==> config.mk <==
export PLATFORM = sky130hd
export DESIGN_NAME = subresource_state_transition_tracker_unit
export DESIGN_NICKNAME = d
export VERILOG_FILES = /design/src/rtl/sstt_pkg.sv /design/src/rtl/sstt_ctrl.sv /design/src/rtl/sstt_dp.sv /design/src/rtl/subresource_state_transition_tracker_unit.sv
export SDC_FILE = /design/constraint.sdc
export NUM_CORES = 2
export LEC_CHECK = 0
export CAP_MARGIN = 30
export CORE_MARGIN = 2
export CORE_UTILIZATION = 45
export DETAILED_ROUTE_END_ITERATION = 10
export DONT_BUFFER_PORTS = 1
export PLACE_DENSITY_LB_ADDON = 0.12
export SYNTH_ARGS = -nofsm -noshare
export SYNTH_HDL_FRONTEND = slang
export SYNTH_SLANG_ARGS = --single-unit
==> constraint.sdc <==
create_clock -name clk -period 8.8 [get_ports clk]
set_input_delay 0.44 -clock clk [delete_from_list [all_inputs] [get_ports clk]]
set_output_delay 0.44 -clock clk [all_outputs]
set_load 0.01 [all_outputs]
==> src/rtl/sstt_pkg.sv <==
// ----------------------------------------------------------------------------
// sstt_pkg
// Shared types and constants of the subresource state transition tracker:
// register indexes, error codes, controller states and the command and
// status groups between controller and datapath.
// ----------------------------------------------------------------------------
package sstt_pkg;

	// Configuration register indexes
	localparam logic [1:0] REG_SUB_COUNT = 2'd0;
	localparam logic [1:0] REG_LOCKED    = 2'd1;
	localparam logic [1:0] REG_INIT      = 2'd2;

	// Result error codes
	localparam logic [1:0] ERR_NONE   = 2'd0;
	localparam logic [1:0] ERR_LOCKED = 2'd1;
	localparam logic [1:0] ERR_RANGE  = 2'd2;

	// Largest number of tracked subresources a result list can cover
	localparam int unsigned RESULT_LIMIT = 64;

	// Table address source
	typedef enum logic [1:0] {
		ADDR_IDX,
		ADDR_PTR,
		ADDR_RD
	} addr_sel_t;

	// Kind of result loaded into the output register
	typedef enum logic [1:0] {
		OUT_ERR,
		OUT_SINGLE,
		OUT_ALL,
		OUT_PEND
	} out_kind_t;

	// Controller states
	typedef enum logic [3:0] {
		S_IDLE,
		S_CHECK,
		S_ERR,
		S_SGL,
		S_FIRST,
		S_SCAN,
		S_ALL,
		S_FILL,
		S_DRD,
		S_DIFF,
		S_FLUSH
	} state_t;

	// Controller to datapath
	typedef struct packed {
		logic      req_load;
		logic      rd_en;
		addr_sel_t rd_sel;
		logic      wr_en;
		addr_sel_t wr_sel;
		logic      ptr_clr;
		logic      ptr_inc;
		logic      first_load;
		logic      pend_load;
		logic      out_load;
		out_kind_t out_kind;
		logic      out_last;
	} cmd_t;

	// Datapath to controller
	typedef struct packed {
		logic locked;
		logic whole;
		logic oob;
		logic one_entry;
		logic rd_eq_ns;
		logic rd_eq_first;
		logic first_eq_ns;
		logic rd_at_end;
		logic ptr_at_end;
		logic pend_valid;
		logic out_free;
	} status_t;

endpackage

==> src/rtl/sstt_ctrl.sv <==
// ----------------------------------------------------------------------------
// sstt_ctrl
// Controller of the tracker: sequences the checks, the equality scan, the
// per-entry update pass and the table fill, and issues datapath commands.
// ----------------------------------------------------------------------------
module sstt_ctrl import sstt_pkg::*; (
	input  logic    clk,
	input  logic    arst_n,
	input  logic    in_valid,
	output logic    in_stall,
	input  status_t sts,
	output cmd_t    cmd
);

	state_t state_q;
	state_t state_nxt;
	logic   differ;
	logic   diff_hold;

	// A differing entry must wait while a pending result cannot leave
	assign differ    = !sts.rd_eq_ns;
	assign diff_hold = differ && sts.pend_valid && !sts.out_free;

	assign in_stall = (state_q != S_IDLE);

	// State register
	always_ff @(posedge clk or negedge arst_n) begin
		if (!arst_n) begin
			state_q <= S_IDLE;
		end else begin
			state_q <= state_nxt;
		end
	end

	// Next state
	always_comb begin
		state_nxt = state_q;
		case (state_q)
			S_IDLE: begin
				if (in_valid) state_nxt = S_CHECK;
			end
			S_CHECK: begin
				if (sts.locked) state_nxt = S_ERR;
				else if (!sts.whole) state_nxt = sts.oob ? S_ERR : S_SGL;
				else state_nxt = S_FIRST;
			end
			S_ERR: begin
				if (sts.out_free) state_nxt = S_IDLE;
			end
			S_SGL: begin
				if (sts.rd_eq_ns || sts.out_free) state_nxt = S_IDLE;
			end
			S_FIRST: begin
				state_nxt = sts.one_entry ? S_ALL : S_SCAN;
			end
			S_SCAN: begin
				if (!sts.rd_eq_first) state_nxt = S_DRD;
				else if (sts.rd_at_end) state_nxt = S_ALL;
			end
			S_ALL: begin
				if (sts.first_eq_ns) state_nxt = S_IDLE;
				else if (sts.out_free) state_nxt = S_FILL;
			end
			S_FILL: begin
				if (sts.ptr_at_end) state_nxt = S_IDLE;
			end
			S_DRD: begin
				state_nxt = S_DIFF;
			end
			S_DIFF: begin
				if (!diff_hold && sts.rd_at_end) state_nxt = S_FLUSH;
			end
			S_FLUSH: begin
				if (sts.out_free) state_nxt = S_IDLE;
			end
			default: begin
				state_nxt = S_IDLE;
			end
		endcase
	end

	// Commands
	always_comb begin
		cmd = '0;
		cmd.rd_sel   = ADDR_PTR;
		cmd.wr_sel   = ADDR_PTR;
		cmd.out_kind = OUT_ERR;
		case (state_q)
			S_IDLE: begin
				cmd.req_load = in_valid;
				cmd.ptr_clr  = in_valid;
			end
			S_CHECK: begin
				// start the single read or the scan at entry zero
				if (!sts.locked && !(!sts.whole && sts.oob)) begin
					cmd.rd_en   = 1'b1;
					cmd.rd_sel  = sts.whole ? ADDR_PTR : ADDR_IDX;
					cmd.ptr_inc = sts.whole;
				end
			end
			S_ERR: begin
				cmd.out_load = sts.out_free;
				cmd.out_kind = OUT_ERR;
				cmd.out_last = 1'b1;
			end
			S_SGL: begin
				if (!sts.rd_eq_ns && sts.out_free) begin
					cmd.wr_en    = 1'b1;
					cmd.wr_sel   = ADDR_IDX;
					cmd.out_load = 1'b1;
					cmd.out_kind = OUT_SINGLE;
					cmd.out_last = 1'b1;
				end
			end
			S_FIRST: begin
				cmd.first_load = 1'b1;
				if (!sts.one_entry) begin
					cmd.rd_en   = 1'b1;
					cmd.ptr_inc = 1'b1;
				end
			end
			S_SCAN: begin
				if (!sts.rd_eq_first) begin
					cmd.ptr_clr = 1'b1;
				end else if (!sts.rd_at_end) begin
					cmd.rd_en   = 1'b1;
					cmd.ptr_inc = 1'b1;
				end
			end
			S_ALL: begin
				if (!sts.first_eq_ns && sts.out_free) begin
					cmd.out_load = 1'b1;
					cmd.out_kind = OUT_ALL;
					cmd.out_last = 1'b1;
					cmd.ptr_clr  = 1'b1;
				end
			end
			S_FILL: begin
				cmd.wr_en   = 1'b1;
				cmd.ptr_inc = 1'b1;
			end
			S_DRD: begin
				cmd.rd_en   = 1'b1;
				cmd.ptr_inc = 1'b1;
			end
			S_DIFF: begin
				// push the previous differing entry, hold the new one
				if (!diff_hold) begin
					if (differ) begin
						cmd.wr_en     = 1'b1;
						cmd.wr_sel    = ADDR_RD;
						cmd.pend_load = 1'b1;
						cmd.out_load  = sts.pend_valid;
						cmd.out_kind  = OUT_PEND;
					end
					if (!sts.rd_at_end) begin
						cmd.rd_en   = 1'b1;
						cmd.ptr_inc = 1'b1;
					end
				end
			end
			S_FLUSH: begin
				cmd.out_load = sts.out_free;
				cmd.out_kind = OUT_PEND;
				cmd.out_last = 1'b1;
			end
			default: begin
				cmd = '0;
			end
		endcase
	end

endmodule

==> src/rtl/sstt_dp.sv <==
// ----------------------------------------------------------------------------
// sstt_dp
// Datapath of the tracker: configuration registers, state table memory with
// per-entry valid bits, request and scan registers, and the output register.
// ----------------------------------------------------------------------------
module sstt_dp import sstt_pkg::*; #(
	parameter int unsigned MAX_SUBRESOURCES = 64
) (
	input  logic        clk,
	input  logic        arst_n,
	input  logic        cfg_valid,
	input  logic [1:0]  cfg_index,
	input  logic [31:0] cfg_data,
	input  logic [31:0] req_state,
	input  logic        whole_resource,
	input  logic [5:0]  sub_index,
	input  cmd_t        cmd,
	output status_t     sts,
	output logic        out_valid,
	input  logic        out_stall,
	output logic        applies_to_all,
	output logic [5:0]  out_index,
	output logic [31:0] state_before,
	output logic [31:0] state_after,
	output logic [1:0]  error_code,
	output logic        last
);

	localparam int unsigned DEPTH = (MAX_SUBRESOURCES < RESULT_LIMIT) ?
		MAX_SUBRESOURCES : RESULT_LIMIT;
	localparam int unsigned AW = (DEPTH > 1) ? $clog2(DEPTH) : 1;
	localparam logic [6:0] CAP = 7'(DEPTH);

	// Configuration
	logic [6:0]       sub_count_q;
	logic             locked_q;
	logic [31:0]      fill_q;
	logic [DEPTH-1:0] valid_q;

	// Request
	logic [31:0] ns_q;
	logic        whole_q;
	logic [5:0]  idx_q;

	// Table and read port
	logic [31:0]   tbl_q [DEPTH];
	logic [31:0]   mem_q;
	logic          rdv_q;
	logic [AW-1:0] rd_idx_q;
	logic [AW-1:0] ptr_q;
	logic [31:0]   rd_data;
	logic [AW-1:0] rd_addr;
	logic [AW-1:0] wr_addr;

	// Scan
	logic [31:0]   first_q;
	logic          pend_valid_q;
	logic [AW-1:0] pend_idx_q;
	logic [31:0]   pend_before_q;

	// Output register
	logic        out_valid_q;
	logic        all_q;
	logic [5:0]  oidx_q;
	logic [31:0] before_q;
	logic [31:0] after_q;
	logic [1:0]  err_q;
	logic        last_q;

	logic [6:0] n_used;
	logic [6:0] n_last;
	logic       out_free;

	// Clamp the used count to 1..DEPTH
	always_comb begin
		if (sub_count_q == 7'd0) n_used = 7'd1;
		else if (sub_count_q > CAP) n_used = CAP;
		else n_used = sub_count_q;
	end
	assign n_last = n_used - 7'd1;

	// Entries never written since the last fill read as the fill value
	assign rd_data  = rdv_q ? mem_q : fill_q;
	assign out_free = !out_valid_q || !out_stall;

	// Address selection
	always_comb begin
		case (cmd.rd_sel)
			ADDR_IDX: rd_addr = idx_q[AW-1:0];
			ADDR_PTR: rd_addr = ptr_q;
			default:  rd_addr = rd_idx_q;
		endcase
		case (cmd.wr_sel)
			ADDR_IDX: wr_addr = idx_q[AW-1:0];
			ADDR_PTR: wr_addr = ptr_q;
			default:  wr_addr = rd_idx_q;
		endcase
	end

	// Configuration registers and valid bits
	always_ff @(posedge clk or negedge arst_n) begin
		if (!arst_n) begin
			sub_count_q <= 7'd1;
			locked_q    <= 1'b0;
			fill_q      <= '0;
			valid_q     <= '0;
		end else begin
			if (cmd.wr_en) valid_q[wr_addr] <= 1'b1;
			if (cfg_valid) begin
				case (cfg_index)
					REG_SUB_COUNT: sub_count_q <= cfg_data[6:0];
					REG_LOCKED:    locked_q    <= cfg_data[0];
					REG_INIT: begin
						fill_q  <= cfg_data;
						valid_q <= '0;
					end
					default: begin
					end
				endcase
			end
		end
	end

	// Table memory, one write and one registered read per cycle
	always_ff @(posedge clk) begin
		if (cmd.wr_en) tbl_q[wr_addr] <= ns_q;
		if (cmd.rd_en) begin
			mem_q    <= tbl_q[rd_addr];
			rdv_q    <= valid_q[rd_addr];
			rd_idx_q <= rd_addr;
		end
	end

	// Request, first entry and pending result
	always_ff @(posedge clk) begin
		if (cmd.req_load) begin
			ns_q    <= req_state;
			whole_q <= whole_resource;
			idx_q   <= sub_index;
		end
		if (cmd.first_load) first_q <= rd_data;
		if (cmd.pend_load) begin
			pend_idx_q    <= rd_idx_q;
			pend_before_q <= rd_data;
		end
	end

	// Scan pointer and pending flag
	always_ff @(posedge clk or negedge arst_n) begin
		if (!arst_n) begin
			ptr_q        <= '0;
			pend_valid_q <= 1'b0;
		end else begin
			if (cmd.ptr_clr) ptr_q <= '0;
			else if (cmd.ptr_inc) ptr_q <= ptr_q + AW'(1);
			if (cmd.req_load) pend_valid_q <= 1'b0;
			else if (cmd.pend_load) pend_valid_q <= 1'b1;
		end
	end

	// Output valid: set on load, drop when taken
	always_ff @(posedge clk or negedge arst_n) begin
		if (!arst_n) begin
			out_valid_q <= 1'b0;
		end else if (cmd.out_load) begin
			out_valid_q <= 1'b1;
		end else if (!out_stall) begin
			out_valid_q <= 1'b0;
		end
	end

	// Output payload
	always_ff @(posedge clk) begin
		if (cmd.out_load) begin
			last_q <= cmd.out_last;
			case (cmd.out_kind)
				OUT_SINGLE: begin
					all_q    <= 1'b0;
					oidx_q   <= idx_q;
					before_q <= rd_data;
					after_q  <= ns_q;
					err_q    <= ERR_NONE;
				end
				OUT_ALL: begin
					all_q    <= 1'b1;
					oidx_q   <= '0;
					before_q <= first_q;
					after_q  <= ns_q;
					err_q    <= ERR_NONE;
				end
				OUT_PEND: begin
					all_q    <= 1'b0;
					oidx_q   <= 6'(pend_idx_q);
					before_q <= pend_before_q;
					after_q  <= ns_q;
					err_q    <= ERR_NONE;
				end
				default: begin
					all_q    <= 1'b0;
					oidx_q   <= '0;
					before_q <= '0;
					after_q  <= '0;
					err_q    <= locked_q ? ERR_LOCKED : ERR_RANGE;
				end
			endcase
		end
	end

	// Status to the controller
	always_comb begin
		sts.locked      = locked_q;
		sts.whole       = whole_q;
		sts.oob         = ({1'b0, idx_q} >= n_used);
		sts.one_entry   = (n_used == 7'd1);
		sts.rd_eq_ns    = (rd_data == ns_q);
		sts.rd_eq_first = (rd_data == first_q);
		sts.first_eq_ns = (first_q == ns_q);
		sts.rd_at_end   = (rd_idx_q == n_last[AW-1:0]);
		sts.ptr_at_end  = (ptr_q == n_last[AW-1:0]);
		sts.pend_valid  = pend_valid_q;
		sts.out_free    = out_free;
	end

	assign out_valid      = out_valid_q;
	assign applies_to_all = all_q;
	assign out_index      = oidx_q;
	assign state_before   = before_q;
	assign state_after    = after_q;
	assign error_code     = err_q;
	assign last           = last_q;

endmodule

==> src/rtl/subresource_state_transition_tracker_unit.sv <==
// The unit takes one item at a time: in_stall stays high from the moment an item
// is accepted until its checks, scan, result outputs and any table refill are
// done, and output stalls can hold it longer. Reset clears the count to 1,
// unlocks, and reads the table as zero.
// ----------------------------------------------------------------------------
// subresource_state_transition_tracker_unit
// Tracks one 32-bit state mask per subresource and reports each state
// transition that a request causes, per entry or for the whole resource.
// ----------------------------------------------------------------------------
module subresource_state_transition_tracker_unit import sstt_pkg::*; #(
	parameter int unsigned MAX_SUBRESOURCES = 64
) (
	input  logic        clk,
	input  logic        arst_n,
	input  logic        cfg_valid,
	output logic        cfg_ready,
	input  logic [1:0]  cfg_index,
	input  logic [31:0] cfg_data,
	input  logic        in_valid,
	output logic        in_stall,
	input  logic [31:0] req_state,
	input  logic        whole_resource,
	input  logic [5:0]  sub_index,
	output logic        out_valid,
	input  logic        out_stall,
	output logic        applies_to_all,
	output logic [5:0]  out_index,
	output logic [31:0] state_before,
	output logic [31:0] state_after,
	output logic [1:0]  error_code,
	output logic        last
);

	cmd_t    cmd;
	status_t sts;

	// Registers are to be written only while idle; the block itself does not enforce this, so always take the write
	assign cfg_ready = 1'b1;

	sstt_ctrl u_ctrl (
		.clk      (clk),
		.arst_n   (arst_n),
		.in_valid (in_valid),
		.in_stall (in_stall),
		.sts      (sts),
		.cmd      (cmd)
	);

	sstt_dp #(
		.MAX_SUBRESOURCES (MAX_SUBRESOURCES)
	) u_dp (
		.clk            (clk),
		.arst_n         (arst_n),
		.cfg_valid      (cfg_valid),
		.cfg_index      (cfg_index),
		.cfg_data       (cfg_data),
		.req_state      (req_state),
		.whole_resource (whole_resource),
		.sub_index      (sub_index),
		.cmd            (cmd),
		.sts            (sts),
		.out_valid      (out_valid),
		.out_stall      (out_stall),
		.applies_to_all (applies_to_all),
		.out_index      (out_index),
		.state_before   (state_before),
		.state_after    (state_after),
		.error_code     (error_code),
		.last           (last)
	);

endmodule
* Word-level counts from Yosys, hierarchy flattened
Memories as Yosys holds them, arrays and structs flattened. A register that Yosys moved wholly into a read port is not among the register bits. Cells that the tools add are included.
Storage, ports and cells: output and inout port bits 77, bits in latches 0, bits in read-only memories 0, memory bits (writable) 2048, register bits 306, memories kept 1, logic and storage cells 163
Operators by class: mux-type cells 65, bitwise gates (word level) 1, $lt $le $gt $ge 5, $add $sub $neg 2, eq/ne operators 31, div/mod/pow operators 0, shifts and indexed selects 0, reduce and logical (&&, ||, !) cells 36, multipliers 0
Memories:
- u_dp.tbl_q | words 64, bits a word 32, rd ports 1, clocked after Yosys merged registers in 1, wr ports 1, RTL line sstt_dp.sv:46 | logic [31:0] tbl_q [DEPTH];
Operator list (count):
- two-way mux 64 bit | 3
- equality test 32 bit | 3
- one-hot mux 32 bit (3 select lines) | 1
- OR 64 bit | 1
- two-way mux 4 bit | 15
- one-hot mux 4 bit (10 select lines) | 1
- one-hot mux 6 bit (2 select lines) | 3
- two-way mux 32 bit | 1
- two-way mux 1 bit | 21
- equality test 4 x 3 -> 1 bit (second input constant) | 4
- one-hot mux 3 bit (5 select lines) | 1
- < comparator 6 x 7 -> 1 bit (second input constant) | 2
- two-way mux 7 bit | 2
- equality test 4 bit (second input constant) | 3
- equality test 6 bit | 2
- two-way mux 3 bit | 4
- two-way mux 6 bit | 2
- one-hot mux 1 bit (5 select lines) | 2
- OR reduction 10 bit | 1
- logical NOT 1 bit | 9
- one-hot mux 1 bit (3 select lines) | 3
- OR reduction 9 bit | 1
- equality test 2 x 1 -> 1 bit (second input constant) | 4
- equality test 4 x 2 -> 1 bit (second input constant) | 2
- other kinds (28) | 49

* Longest topological paths before layout
word-level depth 17, gate-level depth with buffers 21, mapped depth without buffers 16

* Modules after synthesis
A second synthesis with hierarchy kept.
Second synthesis, totals: cell total of the unflattened synthesis 6771, area total of the unflattened synthesis 94903.5 sq um
By module, submodules not included:
- sstt_dp | instances 1, area an instance 94125.3 sq um, sequential area each 70969.3 sq um, cells each 6665
- sstt_ctrl | instances 1, area an instance 767.0 sq um, sequential area each 100.1 sq um, cells each 104
- subresource_state_transition_tracker_unit | instances 1, area an instance 11.3 sq um, sequential area each 0.0 sq um, cells each 2

* Worst setup path before layout
No wires, ideal clock.
path kind register to register, start point reg u_dp.ns_q[26], end point reg u_dp.all_q (netlist: u_dp.applies_to_all), enable pin, path buffers 0, data arrival time 5.784 ns, cell stages (with the launch flop) 11, setup time 0.506 ns, data required time 8.294 ns, path slack 2.510 ns, cell sequence edfxtp_1 -> xor2_1 -> nor4_1 -> nand4_1 -> nor2_1 -> or4b_2 -> nor2_1 -> nor2_1 -> nand2_1 -> a21oi_1 -> nor2_1
RTL lines:
- from (decl) | RTL line sstt_dp.sv:41 | logic [31:0] ns_q;
- from (signal assigned) | RTL line sstt_dp.sv:137 | ns_q <= req_state;
- to (signal assigned) | RTL line sstt_dp.sv:178 | all_q <= 1'b0;
- to (signal assigned) | RTL line sstt_dp.sv:185 | all_q <= 1'b1;
- to (signal assigned) | RTL line sstt_dp.sv:192 | all_q <= 1'b0;
- to (decl) | RTL line sstt_dp.sv:63 | logic all_q;

* Final worst setup path
start point reg u_dp.sub_count_q[3], end point reg u_dp.mem_q[18] (read register of u_dp.tbl_q) (data pin)
Between the ends: word-level cells in the longest chain between the ends 11, elaborated cells between the ends (all ways) 21
Ends and longest elaborated chain:
- from (decl) | RTL line sstt_dp.sv:35 | logic [6:0] sub_count_q;
- from (signal assigned) | RTL line sstt_dp.sv:111 | REG_SUB_COUNT: sub_count_q <= cfg_data[6:0];
- greater-than comparator 7 bit | RTL line sstt_dp.sv:77 | else if (sub_count_q > CAP) n_used = CAP;
- two-way mux 7 bit | RTL line sstt_dp.sv:77
- two-way mux 7 bit (*) | RTL line sstt_dp.sv:76 | if (sub_count_q == 7'd0) n_used = 7'd1;
- greater-or-equal comparator 6 x 7 -> 1 bit | RTL line sstt_dp.sv:213 | sts.oob = ({1'b0, idx_q} >= n_used);
- logical AND 1 bit | RTL line sstt_ctrl.sv:95 | if (!sts.locked && !(!sts.whole && sts.oob)) begin
- logical NOT 1 bit | RTL line sstt_ctrl.sv:95
- logical AND 1 bit | RTL line sstt_ctrl.sv:95
- two-way mux 3 bit | RTL line sstt_ctrl.sv:95
- one-hot mux 2 bit (2 select lines) | RTL line sstt_ctrl.sv:88 | case (state_q)
- equality test 2 x 1 -> 1 bit or logical NOT 2 bit (tied branches) | RTL line sstt_dp.sv:88 | case (cmd.rd_sel)
- one-hot mux 6 bit (2 select lines) | RTL line sstt_dp.sv:88
- to (decl) | RTL line sstt_dp.sv:47 | logic [31:0] mem_q;
Every way passes the cells marked *; elsewhere a longest branch is shown, timed or not. A chain may end at the register's enable or synchronous reset.

==> reports/qor.yml <==
floorplan:
  fp.dieH_um: 465
  rows: 169
  dieArea_um2: 216000
  placeable_core_area_um2: 212000
  initial_utilization: 0.452
  ios: 155
  horizontal_extent_of_the_die_um: 465
clocking:
  cts_inserted_buffers: 238
  worst_setup_hold_path_clk_slew_ns: 0.06
  tritoncts: "done"
  postCtsSetupBuffers: 0
  cts.repair.resized: 0
  cts-root-to-sink-buffers: 3
  clock_latency_ns: 0.91
  cts_max_level: 4
  clockRootBuffer: "sky130_fd_sc_hd__clkbuf_16"
  cts.sink_count: 2386
timing:
  fin_setup_tns_ns: 0
  timing_worst_slew_pin_value_ns: 1.17
  report.final.hold_viol_count: 0
  final_max_slew_viol_count: 0
  post-route-worst-setup-slack_ns: 1.69
  fmax_mhz: 141
  finClkSkew_ns: 0.0582
  timing.final.crit_share: 0.807
  timing.max_slew.rel_slack: 0.220
  timing.final.crit_period_ns: 7.11
  setup_viol: 0
  grt_setup_unrepaired: "no"
global_routing:
  track_usage: 0.295
  grt_max_degree: 160
  vias_in_the_first_global_route: 59500
  global_route.overflow_total: 0
  antenna_found_initial: 36
  grt_pass1_wl_um: 457000
routing:
  drt.antenna.violating_nets: 0
  drt-initial-drc-count: 9942
  vias_per_cell: 6.03
  drcViolationCount: 0
  firstDrtPassIters: 6
  finalWirelength_um: 325000
  via_count: 63900
  avgRoutedWirePerCell_um: 30.6
synthesis:
  yosys-top-cells-area: "sky130_fd_sc_hd__edfxtp_1, sky130_fd_sc_hd__nand2_1, sky130_fd_sc_hd__nand3_1, sky130_fd_sc_hd__dfrtp_1, sky130_fd_sc_hd__a31oi_1"
  synth-compound-area-share: 0.0431
  synthesis.area_per_instance_um2: 12.8
  synth.most_common_cell: "sky130_fd_sc_hd__nand2_1"
  synth_top_cells_by_count: "sky130_fd_sc_hd__nand2_1, sky130_fd_sc_hd__edfxtp_1, sky130_fd_sc_hd__nand3_1, sky130_fd_sc_hd__clkbuf_1, sky130_fd_sc_hd__a31oi_1"
  number_of_nets_in_the_synthesized_netlist: 7538
  synthDominantCellAreaShare: 0.712
  post_synth_num_cell_types: 83
  number_of_synthesis_warnings: 0
  synthFlopType: "sky130_fd_sc_hd__edfxtp_1"
  synth_simple_gate_area_share: 0.171
  synth_area_um2: 95700
  synthMuxAreaShare: 0.00808
  synth_xor_xnor_area_share: 0.00998
  async_reset_ff_frac: 0.0486
  ys_ff_latch: 2386
  synth-adder-area-share: 0.00118
  synth_area_leader_cell: "sky130_fd_sc_hd__edfxtp_1"
  combinational_family_with_the_most_area_after_synthesis: "simple AND/OR/NAND/NOR gates"
  synth_seq_area_share: 0.743
  syn-instance-count: 7451
  number_of_flops_mapped_to_enable_cells_by_yosys: 2270
power_and_ir_drop:
  cellPowerDensity_nw_per_um2: 347
  ir_worst_vdd_v: 0.000349
  leakage_nw: 37.3
worst_setup_path:
  maximum_fanout_count_along_the_critical_path: 76
  cp_data_required_time_ns: 9.41
  worstSetupPathType: "reg2reg"
  worstReg2RegEnd: "u_dp.mem_q[18]"
  worst_r2r_path_depth: 17
  worstPathArrival_ns: 7.71
  startpoint_type: "flop"
  reg2reg_slack_ns: 1.69
  regToRegStartpoint: "u_dp.sub_count_q[3]"
  crit_path_end_kind: "flop"
placement:
  portBuffers: 0
  detailedPlace.worstSlack_ns: 1.79
  dp.final_hpwl_um: 188000
  finalWeightedCongestion: 0.925
layout:
  flow.area_growth_from_synthesis_pct: 13.4
  layout_cells_sized_above_1: 0.0919
  final_net_count: 7655
hold_path:
  worstHoldPathCells: 3
  min_delay_worst_endpoint: "u_dp.fill_q[14]"
  timing.hold.worst.start: "cfg_index[0]"
  worstHoldPathType: "in2reg"
flow_run:
  maxCapViolCount: 0
status:
  status: "completed"
-- metal layers --
metal	wire length [um]	track usage	vias up
met5	113	0	-
met4	14000	0.116	18
met3	31700	0.0510	552
met2	144000	0.440	3506
met1	135000	0.432	32400
li1	-	-	27400
-- sequential cells by signal, indices dropped and copies added, names as in the netlist, 2 cells and up --
name / cells
u_ctrl.state_q: 4
u_dp.error_code: 2
u_dp.fill_q: 32
u_dp.first_q: 32
u_dp.idx_q: 6
u_dp.mem_q: 32
u_dp.ns_q: 32
u_dp.out_index: 6
u_dp.pend_before_q: 32
u_dp.pend_idx_q: 6
u_dp.ptr_q: 6
u_dp.rd_idx_q: 6
u_dp.state_after: 32
u_dp.state_before: 32
u_dp.sub_count_q: 7
u_dp.tbl_q: 2048
u_dp.valid_q: 64
-- cell type report --
| class | instances | area [um2] |
|---|---|---|
| Clock buffer | 323 | 6420 |
| Inverter | 61 | 254 |
| Antenna cell | 14 | 35.0 |
| Fill cell | 18000 | 103000 |
| Clock inverter | 116 | 826 |
| Tap cell | 2821 | 3530 |
| Multi-Input combinational cell | 4523 | 23000 |
| Sequential cell | 2386 | 71100 |
| Timing Repair Buffer | 358 | 3470 |
-- stage by stage --
stage	instance area [um2]	total power [mW]	cells	hold slack, ns	util
finish	109000	37.6	10600	0.0705	0.513
detailed placement	100000	28.0	10000	0.152	0.473
global placement	99800	27.9	10000	0.151	0.471
global route	109000	39.0	10600	0.0738	0.513
floorplan	95700	22.2	7451	0.144	-
CTS	108000	37.5	10600	0.0177	0.512
-- placed cells by master (no fill, tap or decap), drive strengths merged, types with 35 or more instances in the layout --
cell and n:
nand3 1027, edfxtp 2270, nor2 136, clkbuf 323, clkinv 100, and2 35
nand2 2287, a31oi 262, buf 254, a311oi 134, mux2i 47, and3 141
inv 69, dlygate4sd3 104, xor2 38, dfrtp 115, xnor2 71, o21ai 82
-- logic make-up after synthesis --
group           Yosys count
flops                  2386
simple gates           3766
xor+xnor                109
other cells               1
mux                      59
fa+ha+maj                 9
compound gates          579
buf+inv                 542
-- report_power, final --
group / switching [mW] / total (mW) / internal [mW]
clock: 4.40 / 9.65 / 5.24
sequential: 0.683 / 14.4 / 13.7
combinational: 10.1 / 13.6 / 3.49
total: 15.2 / 37.6 / 22.5
-- worst max-delay path: stages, from the launching register on --
cell and delay, ns:
sky130_fd_sc_hd__dfrtp_1 0.45, sky130_fd_sc_hd__or4_1 0.60, sky130_fd_sc_hd__nor2_1 0.19, sky130_fd_sc_hd__nor2_1 0.07, sky130_fd_sc_hd__nor2_1 0.22, sky130_fd_sc_hd__ha_1 0.28, sky130_fd_sc_hd__nand2b_1 0.15, sky130_fd_sc_hd__a211o_1 0.30
sky130_fd_sc_hd__and2_1 0.21, sky130_fd_sc_hd__o41ai_4 0.67, sky130_fd_sc_hd__mux2i_1 0.26, sky130_fd_sc_hd__buf_4 0.23, sky130_fd_sc_hd__clkinv_2 0.36, sky130_fd_sc_hd__nand2_8 0.83, sky130_fd_sc_hd__a311oi_1 0.13, sky130_fd_sc_hd__a31oi_1 0.51
sky130_fd_sc_hd__a31oi_1 0.52, sky130_fd_sc_hd__or4_1 0.75
-- worst max-delay path by stage --
stage | start | depth (start not counted) | to
after floorplan | u_dp.ns_q[26] | 10 | u_dp.applies_to_all
after global placement | u_dp.sub_count_q[2] | 17 | u_dp.mem_q[16]
after detailed placement | u_dp.sub_count_q[2] | 17 | u_dp.mem_q[12]
after CTS | u_dp.sub_count_q[2] | 17 | u_dp.mem_q[12]
after global routing | u_dp.sub_count_q[2] | 17 | u_dp.mem_q[20]
final | u_dp.sub_count_q[3] | 17 | u_dp.mem_q[18]
-- what timing repair did --
item / 4_1_cts / 5_1_grt
setup endpoints to repair: 0 / 0
hold buffers: 105 / 0
endpoints found under the hold margin: 205 / 0
(Power assumes the default switching activity.)
